<file path="src/rtl/clx_pkg.sv">
// Shared types, constants and keyword table for the C token lexer.
package clx_pkg;

  localparam int POS_W     = 16;
  localparam int LEN_W     = 6;
  localparam int QDEPTH    = 4;
  localparam int QAW       = $clog2(QDEPTH);
  localparam int NUM_KW    = 22;

  localparam logic [POS_W-1:0] POS_CAP = {POS_W{1'b1}};
  localparam logic [LEN_W-1:0] LEN_CAP = 6'd63;
  localparam logic [4:0]       NOT_KW  = 5'd22;

  localparam logic [2:0] CLS_OP      = 3'd0;
  localparam logic [2:0] CLS_SPECIAL = 3'd1;
  localparam logic [2:0] CLS_NUMBER  = 3'd2;
  localparam logic [2:0] CLS_KEYWORD = 3'd3;
  localparam logic [2:0] CLS_IDENT   = 3'd4;
  localparam logic [2:0] CLS_STRING  = 3'd5;
  localparam logic [2:0] CLS_END     = 3'd6;

  typedef struct packed {
    logic [2:0]       cls;
    logic [7:0]       c1;
    logic [7:0]       c2;
    logic [POS_W-1:0] row;
    logic [POS_W-1:0] col;
    logic [LEN_W-1:0] len;
    logic             over;
    logic [7:0][7:0]  pfx;
  } tok_t;

  // Tokens caused by one input byte.
  typedef struct packed {
    logic [1:0]    n;
    tok_t [1:0]    tok;
  } bundle_t;

  // Keywords as right-aligned strings with their lengths, in table order.
  localparam logic [63:0] KW_STR [NUM_KW] = '{
    64'("for"), 64'("if"), 64'("else"), 64'("while"), 64'("do"), 64'("break"),
    64'("continue"), 64'("return"), 64'("int"), 64'("double"), 64'("float"),
    64'("char"), 64'("long"), 64'("short"), 64'("sizeof"), 64'("typedef"),
    64'("switch"), 64'("case"), 64'("struct"), 64'("const"), 64'("void"),
    64'("exit")
  };
  localparam logic [3:0] KW_LEN [NUM_KW] = '{
    4'd3, 4'd2, 4'd4, 4'd5, 4'd2, 4'd5, 4'd8, 4'd6, 4'd3, 4'd6, 4'd5,
    4'd4, 4'd4, 4'd5, 4'd6, 4'd7, 4'd6, 4'd4, 4'd6, 4'd5, 4'd4, 4'd4
  };

  // Reorder a right-aligned string so its first byte sits in byte lane 0.
  function automatic logic [7:0][7:0] kw_pack(input logic [63:0] s, input logic [3:0] l);
    logic [7:0][7:0] r;
    r = '0;
    for (int i = 0; i < 8; i++) begin
      if (i < int'(l)) r[i] = s[8*(int'(l)-1-i) +: 8];
    end
    return r;
  endfunction

  function automatic logic [4:0] kw_lookup(input logic [7:0][7:0] pfx,
                                           input logic [LEN_W-1:0] len,
                                           input logic over);
    logic [4:0] k;
    k = NOT_KW;
    for (int i = NUM_KW - 1; i >= 0; i--) begin
      if (!over && len == LEN_W'(KW_LEN[i]) && pfx == kw_pack(KW_STR[i], KW_LEN[i]))
        k = 5'(i);
    end
    return k;
  endfunction

  function automatic tok_t mk_tok(input logic [2:0] cls, input logic [7:0] c1,
                                  input logic [7:0] c2, input logic [POS_W-1:0] row,
                                  input logic [POS_W-1:0] col, input logic [LEN_W-1:0] len,
                                  input logic over, input logic [7:0][7:0] pfx);
    tok_t t;
    t.cls  = cls;
    t.c1   = c1;
    t.c2   = c2;
    t.row  = row;
    t.col  = col;
    t.len  = len;
    t.over = over;
    t.pfx  = pfx;
    return t;
  endfunction

endpackage

</file>
<file path="src/rtl/c_token_lexer.sv">
// Top level of the C token lexer: scanner, token queue and output stage.
// A token passes through the bundle queue and then the output registers on its way to the outputs.
// Throughput: one byte per cycle while the queue is not full; a byte that completes two tokens has
// the output stage hand both out in turn, which the four-entry bundle queue absorbs.
// Reset (rst, synchronous): scanner idle at row 1, column 1; queue and output empty.
module c_token_lexer (
  input  logic                      clk,
  input  logic                      rst,
  input  logic                      in_valid,
  output logic                      in_stall,
  input  logic [7:0]                in_char,
  input  logic                      end_of_input,
  output logic                      out_valid,
  input  logic                      out_stall,
  output logic [2:0]                token_class,
  output logic [7:0]                first_char,
  output logic [7:0]                second_char,
  output logic [clx_pkg::POS_W-1:0] start_row,
  output logic [clx_pkg::POS_W-1:0] start_col,
  output logic [clx_pkg::LEN_W-1:0] lexeme_length,
  output logic [4:0]                keyword_index,
  output logic                      truncated,
  output logic                      last_of_run
);
  import clx_pkg::*;

  logic    take, push, pop, empty, full;
  bundle_t wr_bundle, head;

  // Hold off input only while the queue is full; a transfer advances the scanner.
  assign in_stall = full;
  assign take     = in_valid && !full;

  clx_front u_front (
    .clk          (clk),
    .rst          (rst),
    .take         (take),
    .in_char      (in_char),
    .end_of_input (end_of_input),
    .push         (push),
    .bundle       (wr_bundle)
  );

  // Bundles that carry no token are dropped before the queue.
  clx_queue u_queue (
    .clk     (clk),
    .rst     (rst),
    .push    (push),
    .wr_data (wr_bundle),
    .pop     (pop),
    .rd_data (head),
    .empty   (empty),
    .full    (full)
  );

  clx_back u_back (
    .clk           (clk),
    .rst           (rst),
    .head          (head),
    .head_valid    (!empty),
    .pop           (pop),
    .out_valid     (out_valid),
    .out_stall     (out_stall),
    .token_class   (token_class),
    .first_char    (first_char),
    .second_char   (second_char),
    .start_row     (start_row),
    .start_col     (start_col),
    .lexeme_length (lexeme_length),
    .keyword_index (keyword_index),
    .truncated     (truncated),
    .last_of_run   (last_of_run)
  );

endmodule

</file>
<file path="src/rtl/clx_front.sv">
// Front end: scans one byte per transfer and forms the tokens it completes.
module clx_front (
  input  logic              clk,
  input  logic              rst,
  input  logic              take,
  input  logic [7:0]        in_char,
  input  logic              end_of_input,
  output logic              push,
  output clx_pkg::bundle_t  bundle
);
  import clx_pkg::*;

  typedef enum logic [2:0] {
    S_IDLE, S_SLASH, S_OP, S_NUM, S_IDENT, S_STR, S_LINE, S_BLOCK
  } mode_t;

  mode_t            mode, mode_next;
  logic [7:0]       pend_op, pend_op_next;
  logic             star, star_next;
  logic [POS_W-1:0] cur_row, cur_row_next, cur_col, cur_col_next;
  logic [POS_W-1:0] tok_row, tok_row_next, tok_col, tok_col_next;
  logic [LEN_W-1:0] tok_len, tok_len_next;
  logic             tok_over, tok_over_next;
  logic [7:0][7:0]  pfx, pfx_next;

  logic [7:0] c;
  logic       rescan, flush, is_digit, is_alpha, is_space, is_special, is_op;
  bundle_t    b;

  assign c          = in_char;
  assign is_digit   = c >= "0" && c <= "9";
  assign is_alpha   = (c >= "a" && c <= "z") || (c >= "A" && c <= "Z");
  assign is_space   = c == " " || c == 8'h09 || c == 8'h0b || c == 8'h0c || c == 8'h0d;
  assign is_special = c == "#" || c == "?" || c == ";" || c == ":" || c == "," ||
                      c == "(" || c == ")" || c == "{" || c == "}" || c == ".";
  assign is_op      = c == "+" || c == "-" || c == "*" || c == "%" ||
                      c == "=" || c == "<" || c == ">" || c == "!";

  always_comb begin
    mode_next     = mode;
    pend_op_next  = pend_op;
    star_next     = star;
    cur_row_next  = cur_row;
    cur_col_next  = cur_col;
    tok_row_next  = tok_row;
    tok_col_next  = tok_col;
    tok_len_next  = tok_len;
    tok_over_next = tok_over;
    pfx_next      = pfx;
    rescan        = 1'b0;
    flush         = 1'b0;
    b             = '0;

    if (end_of_input) begin
      flush = 1'b1;
    end else begin
      unique case (mode)
        S_SLASH: begin
          if (c == "/") begin
            mode_next = S_LINE;
          end else if (c == "*") begin
            mode_next = S_BLOCK;
            star_next = 1'b0;
          end else begin
            flush  = 1'b1;
            rescan = 1'b1;
          end
          if (!rescan && cur_col != POS_CAP) cur_col_next = cur_col + 1'b1;
        end
        S_OP: begin
          if (c == "=" || ((pend_op == "+" || pend_op == "-") && c == pend_op)) begin
            b.tok[0] = mk_tok(CLS_OP, pend_op, c, tok_row, tok_col, 6'd2, 1'b0, pfx);
            b.n      = 2'd1;
            mode_next = S_IDLE;
            if (cur_col != POS_CAP) cur_col_next = cur_col + 1'b1;
          end else begin
            flush  = 1'b1;
            rescan = 1'b1;
          end
        end
        S_NUM, S_IDENT: begin
          if (is_digit || (mode == S_IDENT && (is_alpha || c == "_"))) begin
            if (tok_len < LEN_CAP) begin
              if (tok_len < LEN_W'(8)) pfx_next[tok_len[2:0]] = c;
              tok_len_next = tok_len + 1'b1;
            end else begin
              tok_over_next = 1'b1;
            end
            if (cur_col != POS_CAP) cur_col_next = cur_col + 1'b1;
          end else begin
            flush  = 1'b1;
            rescan = 1'b1;
          end
        end
        S_STR: begin
          if (tok_len < LEN_CAP) begin
            if (tok_len < LEN_W'(8)) pfx_next[tok_len[2:0]] = c;
            tok_len_next = tok_len + 1'b1;
          end else begin
            tok_over_next = 1'b1;
          end
          if (c == 8'h0a) begin
            if (cur_row != POS_CAP) cur_row_next = cur_row + 1'b1;
            cur_col_next = POS_W'(1);
          end else if (cur_col != POS_CAP) begin
            cur_col_next = cur_col + 1'b1;
          end
          if (c == "\"") flush = 1'b1;
        end
        S_LINE: begin
          if (c == 8'h0a) begin
            if (cur_row != POS_CAP) cur_row_next = cur_row + 1'b1;
            cur_col_next = POS_W'(1);
            mode_next    = S_IDLE;
          end else if (cur_col != POS_CAP) begin
            cur_col_next = cur_col + 1'b1;
          end
        end
        S_BLOCK: begin
          if (c == 8'h0a) begin
            if (cur_row != POS_CAP) cur_row_next = cur_row + 1'b1;
            cur_col_next = POS_W'(1);
          end else if (cur_col != POS_CAP) begin
            cur_col_next = cur_col + 1'b1;
          end
          if (star && c == "/") begin
            mode_next = S_IDLE;
            star_next = 1'b0;
          end else begin
            star_next = c == "*";
          end
        end
        S_IDLE: begin
          if (is_space) begin
            if (cur_col != POS_CAP) cur_col_next = cur_col + 1'b1;
          end else begin
            rescan = 1'b1;
          end
        end
        default: mode_next = S_IDLE;
      endcase
    end

    // Emit whatever token is still open.
    if (flush) begin
      unique case (mode)
        S_SLASH, S_OP: begin
          b.tok[0] = mk_tok(CLS_OP, pfx[0], 8'd0, tok_row, tok_col, 6'd1, 1'b0, pfx);
          b.n = 2'd1;
        end
        S_NUM: begin
          b.tok[0] = mk_tok(CLS_NUMBER, pfx[0], 8'd0, tok_row, tok_col, tok_len_next,
                            tok_over_next, pfx_next);
          b.n = 2'd1;
        end
        S_IDENT: begin
          b.tok[0] = mk_tok(CLS_IDENT, pfx[0], 8'd0, tok_row, tok_col, tok_len_next,
                            tok_over_next, pfx_next);
          b.n = 2'd1;
        end
        S_STR: begin
          b.tok[0] = mk_tok(CLS_STRING, pfx[0], 8'd0, tok_row, tok_col, tok_len_next,
                            tok_over_next, pfx_next);
          b.n = 2'd1;
        end
        default: ;
      endcase
      mode_next = S_IDLE;
    end

    if (end_of_input) begin
      star_next = 1'b0;
      b.tok[b.n[0]] = mk_tok(CLS_END, 8'd0, 8'd0, cur_row, cur_col, 6'd0, 1'b0, '0);
      b.n = b.n + 2'd1;
    end else if (rescan) begin
      // Scan the byte afresh from idle.
      if (c == 8'h0a) begin
        if (cur_row != POS_CAP) cur_row_next = cur_row + 1'b1;
        cur_col_next = POS_W'(1);
      end else begin
        if (c == "/" || is_op || is_digit || is_alpha || c == "_" || c == "\"") begin
          tok_row_next  = cur_row;
          tok_col_next  = cur_col;
          tok_len_next  = LEN_W'(1);
          tok_over_next = 1'b0;
          pfx_next      = '0;
          pfx_next[0]   = c;
        end
        if (c == "/") begin
          mode_next = S_SLASH;
        end else if (is_special) begin
          b.tok[b.n[0]] = mk_tok(CLS_SPECIAL, c, 8'd0, cur_row, cur_col, 6'd1, 1'b0, '0);
          b.n = b.n + 2'd1;
        end else if (is_op) begin
          pend_op_next = c;
          mode_next    = S_OP;
        end else if (is_digit) begin
          mode_next = S_NUM;
        end else if (is_alpha || c == "_") begin
          mode_next = S_IDENT;
        end else if (c == "\"") begin
          mode_next = S_STR;
        end
        if (cur_col != POS_CAP) cur_col_next = cur_col + 1'b1;
      end
    end
  end

  assign bundle = b;
  assign push   = take && b.n != 2'd0;

  always_ff @(posedge clk) begin
    if (rst) begin
      mode     <= S_IDLE;
      pend_op  <= 8'd0;
      star     <= 1'b0;
      cur_row  <= POS_W'(1);
      cur_col  <= POS_W'(1);
      tok_row  <= POS_W'(1);
      tok_col  <= POS_W'(1);
      tok_len  <= '0;
      tok_over <= 1'b0;
      pfx      <= '0;
    end else if (take) begin
      mode     <= mode_next;
      pend_op  <= pend_op_next;
      star     <= star_next;
      cur_row  <= cur_row_next;
      cur_col  <= cur_col_next;
      tok_row  <= tok_row_next;
      tok_col  <= tok_col_next;
      tok_len  <= tok_len_next;
      tok_over <= tok_over_next;
      pfx      <= pfx_next;
    end
  end

endmodule

</file>
<file path="src/rtl/clx_queue.sv">
// Short queue of token bundles between the scanner and the output stage.
module clx_queue (
  input  logic              clk,
  input  logic              rst,
  input  logic              push,
  input  clx_pkg::bundle_t  wr_data,
  input  logic              pop,
  output clx_pkg::bundle_t  rd_data,
  output logic              empty,
  output logic              full
);
  import clx_pkg::*;

  bundle_t        slots [QDEPTH];
  logic [QAW-1:0] wr_ptr, rd_ptr;
  logic [QAW:0]   count;

  assign empty   = count == '0;
  assign full    = count == (QAW+1)'(QDEPTH);
  assign rd_data = slots[rd_ptr];

  always_ff @(posedge clk) begin
    if (push) slots[wr_ptr] <= wr_data;
  end

  always_ff @(posedge clk) begin
    if (rst) begin
      wr_ptr <= '0;
      rd_ptr <= '0;
      count  <= '0;
    end else begin
      if (push) wr_ptr <= wr_ptr + 1'b1;
      if (pop)  rd_ptr <= rd_ptr + 1'b1;
      if (push && !pop)      count <= count + 1'b1;
      else if (pop && !push) count <= count - 1'b1;
    end
  end

endmodule

</file>
<file path="src/rtl/clx_back.sv">
// Back end: resolves keywords and hands tokens out one per transfer.
module clx_back (
  input  logic                     clk,
  input  logic                     rst,
  input  clx_pkg::bundle_t         head,
  input  logic                     head_valid,
  output logic                     pop,
  output logic                     out_valid,
  input  logic                     out_stall,
  output logic [2:0]               token_class,
  output logic [7:0]               first_char,
  output logic [7:0]               second_char,
  output logic [clx_pkg::POS_W-1:0] start_row,
  output logic [clx_pkg::POS_W-1:0] start_col,
  output logic [clx_pkg::LEN_W-1:0] lexeme_length,
  output logic [4:0]               keyword_index,
  output logic                     truncated,
  output logic                     last_of_run
);
  import clx_pkg::*;

  logic       sel;
  logic       load, is_last;
  tok_t       t;
  logic [4:0] kw;

  assign t       = head.tok[sel];
  assign is_last = head.n == {1'b0, 1'b1} + {1'b0, sel};
  assign kw      = (t.cls == CLS_IDENT) ? kw_lookup(t.pfx, t.len, t.over) : NOT_KW;
  assign load    = head_valid && (!out_valid || !out_stall);
  assign pop     = load && is_last;

  always_ff @(posedge clk) begin
    if (load) begin
      token_class   <= (kw != NOT_KW) ? CLS_KEYWORD : t.cls;
      first_char    <= t.c1;
      second_char   <= t.c2;
      start_row     <= t.row;
      start_col     <= t.col;
      lexeme_length <= t.len;
      keyword_index <= kw;
      truncated     <= t.over;
      last_of_run   <= is_last;
    end
  end

  always_ff @(posedge clk) begin
    if (rst) begin
      out_valid <= 1'b0;
      sel       <= 1'b0;
    end else begin
      if (load) begin
        out_valid <= 1'b1;
        sel       <= is_last ? 1'b0 : 1'b1;
      end else if (!out_stall) begin
        out_valid <= 1'b0;
      end
    end
  end

endmodule
</file>
<file path="config.mk">
export PLATFORM = sky130hd
export DESIGN_NAME = c_token_lexer
export DESIGN_NICKNAME = d
export VERILOG_FILES = /design/src/rtl/clx_pkg.sv /design/src/rtl/c_token_lexer.sv /design/src/rtl/clx_front.sv /design/src/rtl/clx_queue.sv /design/src/rtl/clx_back.sv
export SDC_FILE = /design/constraint.sdc
export NUM_CORES = 1
export LEC_CHECK = 0
export BUFFER_PORTS_ARGS = -buffer_cell sky130_fd_sc_hd__buf_2
export CAP_MARGIN = 15
export CORE_ASPECT_RATIO = 1.1
export CORE_MARGIN = 1
export CORE_UTILIZATION = 30
export DETAILED_ROUTE_END_ITERATION = 10
export PLACE_DENSITY_LB_ADDON = 0.05
export SYNTH_ARGS = -nofsm -noshare
export SYNTH_HDL_FRONTEND = slang
export SYNTH_SLANG_ARGS = --single-unit
</file>
<file path="constraint.sdc">
create_clock -name clk -period 25.1 [get_ports clk]
set_input_delay 3.765 -clock clk [delete_from_list [all_inputs] [get_ports clk]]
set_output_delay 3.765 -clock clk [all_outputs]
set_load 0.03 [all_outputs]
</file>
==> key figures, run 1 <==
Run status
  – Outcome: complete, but fails checks
  – Failing checks: design-rule violations

STA
  – Fmax: roughly 96 MHz
  – Slew Viols, Final: 0
  – Fin. Hold Viols: 0
  – Unrepaired setup endpoints after global routing: false
  – Setup Skew: roughly 23 ps
  – Final setup viols: 0
  – Rel. slew slack: 0.281
  – Clock period minus worst slack: 10,410 ps
  – Setup TNS: 0 ps
  – Slew @ Worst Pin: around 1100 ps
  – Final Cycle Share: 0.415

Min path
  – Hold crit path type: flip-flop to flip-flop
  – Hold Path Cell Cnt: 2
  – Hold Startpoint: u_front.tok_col[7]

Worst setup path
  – Critical path depth: 13
  – Reg2Reg Setup Slack: between 15,000 and 20,000 ps
  – Worst r2r path cells: 12
  – Crit path largest cell delay: ~860 ps
  – CP dominant cell by count: buf_4
  – RR Endpoint: u_queue.slots[0][107]
  – Largest delay share family, worst path: simple AND/OR/NAND/NOR gates
  – Setup crit start kind: input port
  – Buffer and inverter count on the worst path: 5
  – Crit end category: flip-flop
  – Worst Setup EP: u_queue.slots[0][107]
  – CP Cell Sequence: buf_2 > or4bb_1 > a2111oi_1 > o211ai_1 > nor4_4 > nor2_1 > inv_1 > buf_4 > nor3_1 > a211oi_2 > and2_4 > buf_4 > buf_4
  – Reg-to-reg startpoint: u_front.pend_op[1]
  – Crit Path Category: input port to flip-flop
  – Crit-path slowest cell: and2_4
  – Start point of the critical path: in_char[2]
  – Crit path max fanout: 51
  – Crit path DAT: approximately 11,000 ps
  – Worst Path Required: approximately 25,000 ps

Clocking
  – CTS resizes: 0
  – H-Tree Depth: 3
  – CTS hold repair buffers: 0
  – Post CTS Setup Buffer Count: 0
  – Clk sink count: between 800 and 900
  – Later-pin clock latency in the skew report: 720 ps
  – CTS buffer count: 100
  – Max clock buf depth: 3
  – CTS Root Cell: clkbuf_16
  – Worst-path clk slew: approximately 60 ps
  – CTS tree: yes

Final layout
  – Finished Layout Cells: 4,520
  – Area growth from synthesis to layout: 14.6%
  – Share of post-route cells with drive strength above 1: 0.166
  – Final nets: between 2,000 and 3,000

Global route
  – Total GRT Usage: 0.184
  – Initial antenna violation count: 1
  – Pin count of the biggest net entering global routing: 75
  – Vias in the first global route: roughly 25,000
  – Global route overflow: 0
  – Global-route wire length before repair: between 150,000 and 200,000 um

Floorplanning
  – Die Span Y: about 380 um
  – Starting density of the core: 0.304
  – Io pins: 79
  – Core ar.: approximately 130,000 sq um
  – DIE AREA: ~130,000 sq um
  – Row Count: roughly 140
  – Die W: 342 um

Logic synthesis
  – Synth top area cells: edfxtp_1 57%, mux4_2 8.6%, dfxtp_1 8.3%
  – Synth area leader: edfxtp_1
  – Most numerous cell in the Yosys netlist: edfxtp_1
  – Yosys Warn Count: 0
  – Seq cells post-synth: 886
  – Mapped Cells: 2,703
  – Synth top area share: 0.573
  – Synth Area per Inst: between 10 and 15 sq um
  – Sequential share of the synthesized area: 0.655
  – Post-synth top cells: 728 x edfxtp_1, 280 x nand2_1, 163 x nor2_1
  – Mapped Area: around 38,000 sq um
  – Synth cell types: between 90 and 100
  – Async set or reset register ratio after synthesis: 0
  – Number of synthesized flops with an enable pin: 728
  – Main synth FF type: edfxtp_1

Route
  – Vias: ~24,000
  – DR WL/cell: 26.2 um
  – TritonRoute pass-1 iters: 11
  – Drc violations: 8
  – Post-Route WL: between 100,000 and 150,000 um
  – Vias per cell: 5.26
  – Routed Antenna Nets: 0
  – Initial DRC count: just under 2,000

Power and ir drop
  – Pleak: approximately 14 nW
  – Worst vdd ir: between 0.1 and 0.15 mV
  – Power per cell area: 99.3 nW/um^2

Placement
  – DP HPWL: ~74,000 um
  – Port bufs: a little under 80
  – Gpl congestion: roughly 0.90
  – Placed cells: 4,328

Run
  – Maxcap violations: 0
state kept, by name (all words and copies together) (netlist names), 5 cells and up, named ones only:
name / count
u_front.pend_op: 8
u_back.start_row: 16
u_front.cur_row: 16
u_front.tok_len: 6
u_back.start_col: 16
u_back.keyword_index: 5
u_front.cur_col: 16
u_queue.slots: 664
u_back.second_char: 8
u_back.first_char: 8
u_front.tok_col: 16
u_back.lexeme_length: 6
u_front.tok_row: 16
u_front.pfx: 64
worst min-delay path by stage:
| stage | slack (ps) | to |
|---|---|---|
| 6_report | 450 | u_front.tok_col[7] |
| 5_1_grt | 470 | u_front.tok_col[3] |
| 4_1_cts | 460 | u_front.tok_col[7] |
| 3_5_place_dp | 450 | u_front.tok_col[12] |
| 3_3_place_gp | 440 | u_front.tok_col[12] |
| 2_1_floorplan | 430 | u_front.pend_op[5] |
through the flow:
step	hold slack [ps]	power [mW]	utilization	setup slack (ps)	area (sq um)
2_1_floorplan	434	2.52	-	13550	38200
3_3_place_gp	442	2.91	0.322	14020	40400
3_5_place_dp	447	2.91	0.322	13820	40400
4_1_cts	455	4.43	0.348	14570	43700
5_1_grt	473	4.55	0.348	14190	43700
6_report	455	4.35	0.348	14690	43800
routing by layer:
layer  routed length (um)  track usage
met3                 4430       0.0258
met5                    0            0
met2                60300        0.321
met4                 3150       0.0596
met1                50700        0.235
tightest hold or removal path, delay by kind of cell (launching register included):
kind / cells / cell delay, ps
and+or+nand+nor: 1 / 50
AOI/OAI and AO/OA: 1 / 50
DFF: 1 / 310
cells in the final DEF, fill, tap and decap left out, types with 34 or more instances in the layout:
cell | netlist | final
a21oi_1 | 101 | 100
a22o_1 | 106 | 106
and2_1 | 117 | 113
buf_2 | 16 | 77
buf_4 | 0 | 42
clkbuf_16 | 0 | 104
dfxtp_1 | 158 | 155
edfxtp_1 | 728 | 728
mux2i_1 | 43 | 43
mux4_2 | 146 | 146
nand2_1 | 280 | 279
nand3_1 | 64 | 64
nand4_1 | 38 | 38
nor2_1 | 163 | 160
nor3_1 | 52 | 52
nor4_1 | 34 | 34
o21ai_0 | 87 | 87
power breakdown:
group | internal [mW] | switching, mW
sequential | 1.77 | 0.0651
clock | 0.892 | 0.612
combinational | 0.311 | 0.692
total | 2.98 | 1.37
cells by family (layout without fill, tap and decap cells):
family,after synthesis,count (layout),synth area share
other,1,14,0.0000982
adders and majority gates,10,10,0.00347
DFF,886,886,0.655
xor gates and xnor gates,25,25,0.00573
muxes,211,211,0.107
buffers and inverters,193,341,0.0218
AOI/OAI and AO/OA,463,463,0.0839
and+or+nand+nor,914,914,0.123
cell type report:
type / instances / area [sq um]
Clock inverter: 45 / 526
Clock buffer: 145 / 2850
Tap cell: 1656 / 2070
Sequential cell: 886 / 25000
Timing Repair Buffer: 121 / 741
Fill cell: 12200 / 81800
Multi-Input combinational cell: 1635 / 12400
Antenna cell: 2 / 5.00
Inverter: 30 / 114
Power figures use the tool's default switching activity.
==> inputs of run 2 (changes only) <==
==> constraint.sdc (replaced) <==
create_clock -name clk -period 10.32 [get_ports clk]
set_input_delay 1.548 -clock clk [delete_from_list [all_inputs] [get_ports clk]]
set_output_delay 1.548 -clock clk [all_outputs]
set_load 0.03 [all_outputs]
==> run 2 against run 1 <==
Net effect:
- the run still ends with design-rule violations left
- non-clock buffer count stayed put
- sequential share of layout area grew 0.11 points
- global-route usage is 0.22 points lower
- utilization shrank 0.070 points
- wire length fell by 1.1%
- sequential power is 140% higher
- worst hold slack got worse by 1.1 ps
- die area did not move
- cell area shrank 0.20%
- combinational power rose by 150%
- first-iteration DRC count decreased by 16%
- power grew 140%
- critical path type unchanged
- largest cell class unchanged
==> key figures, run 2 (synthesis gave the netlist of run 1 again) <==
Run status
  – Outcome: complete, but fails checks (unchanged)
  – Failing checks: design-rule violations (unchanged)

Clocking
  – Worst-path clk slew: 60 ps (about the same)
  – Later-pin clock latency in the skew report: 710 ps (was 720 ps)
  – CTS buffer count: 100 (unchanged)
  – Clk sink count: 886 (unchanged)
  – CTS resizes: 0 (unchanged)
  – CTS Root Cell: clkbuf_16 (unchanged)
  – CTS hold repair buffers: 0 (unchanged)
  – Max clock buf depth: 3 (unchanged)
  – H-Tree Depth: 3 (unchanged)
  – Post CTS Setup Buffer Count: 0 (unchanged)
  – CTS tree: yes (unchanged)

STA
  – Setup Skew: 42.9 ps (was 22.6 ps)
  – Unrepaired setup endpoints after global routing: false (unchanged)
  – Fmax: ~130 MHz
  – Final Cycle Share: 0.723
  – Fin. Hold Viols: 0 (unchanged)
  – Rel. slew slack: 0.243 (was 0.281)
  – Clock period minus worst slack: 7460 ps
  – Slew @ Worst Pin: 1130 ps (was 1080 ps)
  – Slew Viols, Final: 0 (unchanged)
  – Final setup viols: 0 (unchanged)
  – Setup TNS: 0 ps (unchanged)

Route
  – Initial DRC count: 1,655 (was 1,975)
  – Vias: 23,500 (was 23,800)
  – Vias per cell: 5.21 (was 5.26)
  – DR WL/cell: 26.0 um (was 26.2 um)
  – Post-Route WL: 117,000 um (was 119,000 um)
  – Routed Antenna Nets: 0 (unchanged)
  – TritonRoute pass-1 iters: 8 (was 11)
  – Drc violations: 8 (unchanged)

Power and ir drop
  – Pleak: 14.2 nW (was 14.3 nW)
  – Worst vdd ir: 0.271 mV (was 0.119 mV)
  – Total design power: 10.4 mW (was 4.35 mW)
  – Power per cell area: 239 nW/um^2 (was 99.3 nW/um^2)

Final layout
  – Number of flip-flops in the largest register: 664 (unchanged)
  – Final Cell Area: 43,700 sq um (was 43,800 sq um)
  – Area growth from synthesis to layout: 14.4% (was 14.6%)
  – Most flop-heavy register: u_queue.slots (unchanged)
  – Commonest non-fill, non-tap cell in the layout: edfxtp_1 (unchanged)
  – Commonest non-fill, non-tap cells in the layout: 728 x edfxtp_1, 279 x nand2_1, 160 x nor2_1, 155 x dfxtp_1, 146 x mux4_2 (unchanged)
  – Fill cells: 12,200 (about the same)
  – Final nets: 2,797 (unchanged)
  – Share of post-route cells with drive strength above 1: 0.162 (was 0.166)
  – Top flop regs: u_queue.slots: 664 flops, u_front.pfx: 64 flops (unchanged)
  – Area of the multi-input gates: 12,400 sq um (about the same)
  – Reg area: 25,000 sq um (unchanged)

Global route
  – Vias in the first global route: 24,500 (was 24,800)
  – Initial antenna violation count: 4 (was 1)
  – Global route overflow: 0 (unchanged)
  – Global-route wire length before repair: 171,000 um (was 174,000 um)
  – Pin count of the biggest net entering global routing: 83 (was 75)
  – Total GRT Usage: 0.182 (was 0.184)

Worst setup path
  – Crit path max fanout: 48 (was 51)
  – Reg-to-reg startpoint: u_front.pend_op[1] (unchanged)
  – Worst Path Required: 10,650 ps (was 25,430 ps)
  – Worst r2r path cells: 11 (was 12)
  – Crit path DAT: 7790 ps (was 10,740 ps)
  – Worst Setup EP: u_queue.slots[2][76] (was u_queue.slots[0][107])
  – Start point of the critical path: in_char[2] (unchanged)
  – Reg2Reg Setup Slack: 3700 ps (was 17,690 ps)
  – Crit Path Category: input port to flip-flop (unchanged)
  – Setup crit start kind: input port (unchanged)
  – RR Endpoint: u_queue.slots[2][76] (was u_queue.slots[0][107])
  – Crit end category: flip-flop (unchanged)

Placement
  – Gpl congestion: 0.864 (was 0.897)
  – Placement Cell Area: 40,400 sq um (about the same)
  – Port bufs: 78 (unchanged)
  – DP HPWL: 74,400 um (was 73,900 um)

Floorplanning
  – Core ar.: 126,000 sq um (unchanged)
  – DIE AREA: 129,000 sq um (unchanged)
  – Row Count: 136 (unchanged)
  – Die W: 342 um (unchanged)
  – Die Span Y: 376 um (unchanged)
  – Starting density of the core: 0.304 (unchanged)
  – Io pins: 79 (unchanged)

Run
  – Maxcap violations: 0 (unchanged)

Min path
  – Hold crit path type: flip-flop to flip-flop (unchanged)
==> run 2: changes by cell type in the layout (fill, tap and decap cells not counted), moves of 2 or more <==
cell and change:
clkinv_1 +14, clkinv_16 +2, bufinv_16 -2, buf_12 +4, buf_4 -5, clkbuf_1 -7
clkinv_4 -3, clkbuf_8 -4, inv_6 +2, clkbuf_16 -3
==> run 2: per-layer routing <==
layer  vias up  global-route usage  part of all wire
met2       509               0.319              0.51
met3       139              0.0222             0.036
met4         0              0.0563             0.023
met5         -                   0                 0
met1     12200               0.234              0.43
li1      10700                   -                 -
==> run 2: metrics by stage <==
step                       util  worst slack [ps]  instances  hold slack [ps]
after detailed placement  0.322              2000       4328              449
after global placement    0.322              2090       4327              442
after global routing      0.348              2420       4516              467
after floorplan               -               991       2714              434
final                     0.348              2860       4518              454
after CTS                 0.348              2720       4516              457
==> run 2: worst min-delay path by stage <==
stage | start | to | slack (ps) | depth (start not counted)
2_1_floorplan | u_front.pend_op[5] | u_front.pend_op[5] | 430 | 2
3_3_place_gp | u_front.tok_col[13] | u_front.tok_col[13] | 440 | 2
3_5_place_dp | u_front.tok_row[6] | u_front.tok_row[6] | 450 | 2
4_1_cts | u_front.tok_row[6] | u_front.tok_row[6] | 460 | 2
5_1_grt | u_front.tok_row[13] | u_front.tok_row[13] | 470 | 2
6_report | u_front.tok_row[5] | u_front.tok_row[5] | 450 | 2
==> run 2: cell type report <==
class / count / share of cell area
sequential: 886 / 0.573
clock buffer: 131 / 0.0616
tap: 1656 / 0.0475
inverter: 30 / 0.00261
antenna: 2 / 0.000115
clock inverter: 57 / 0.0127
multi-input combinational: 1635 / 0.284
timing repair buffer: 121 / 0.0181
==> run 2: power by group <==
group	internal [mW]	switching, mW	leakage, nW	total (mW)
clock	2.04	1.47	1.58	3.51
combinational	0.761	1.69	4.50	2.45
sequential	4.31	0.149	8.17	4.46
==> run 2: critical path: stages <==
cell	delay, ps
buf_2	420
or4bb_1	450
a2111oi_1	710
o211ai_1	340
nor4_4	850
nor2_1	400
inv_1	170
buf_4	590
nor3_1	130
a211oi_2	600
and2_4	810
buf_4	680
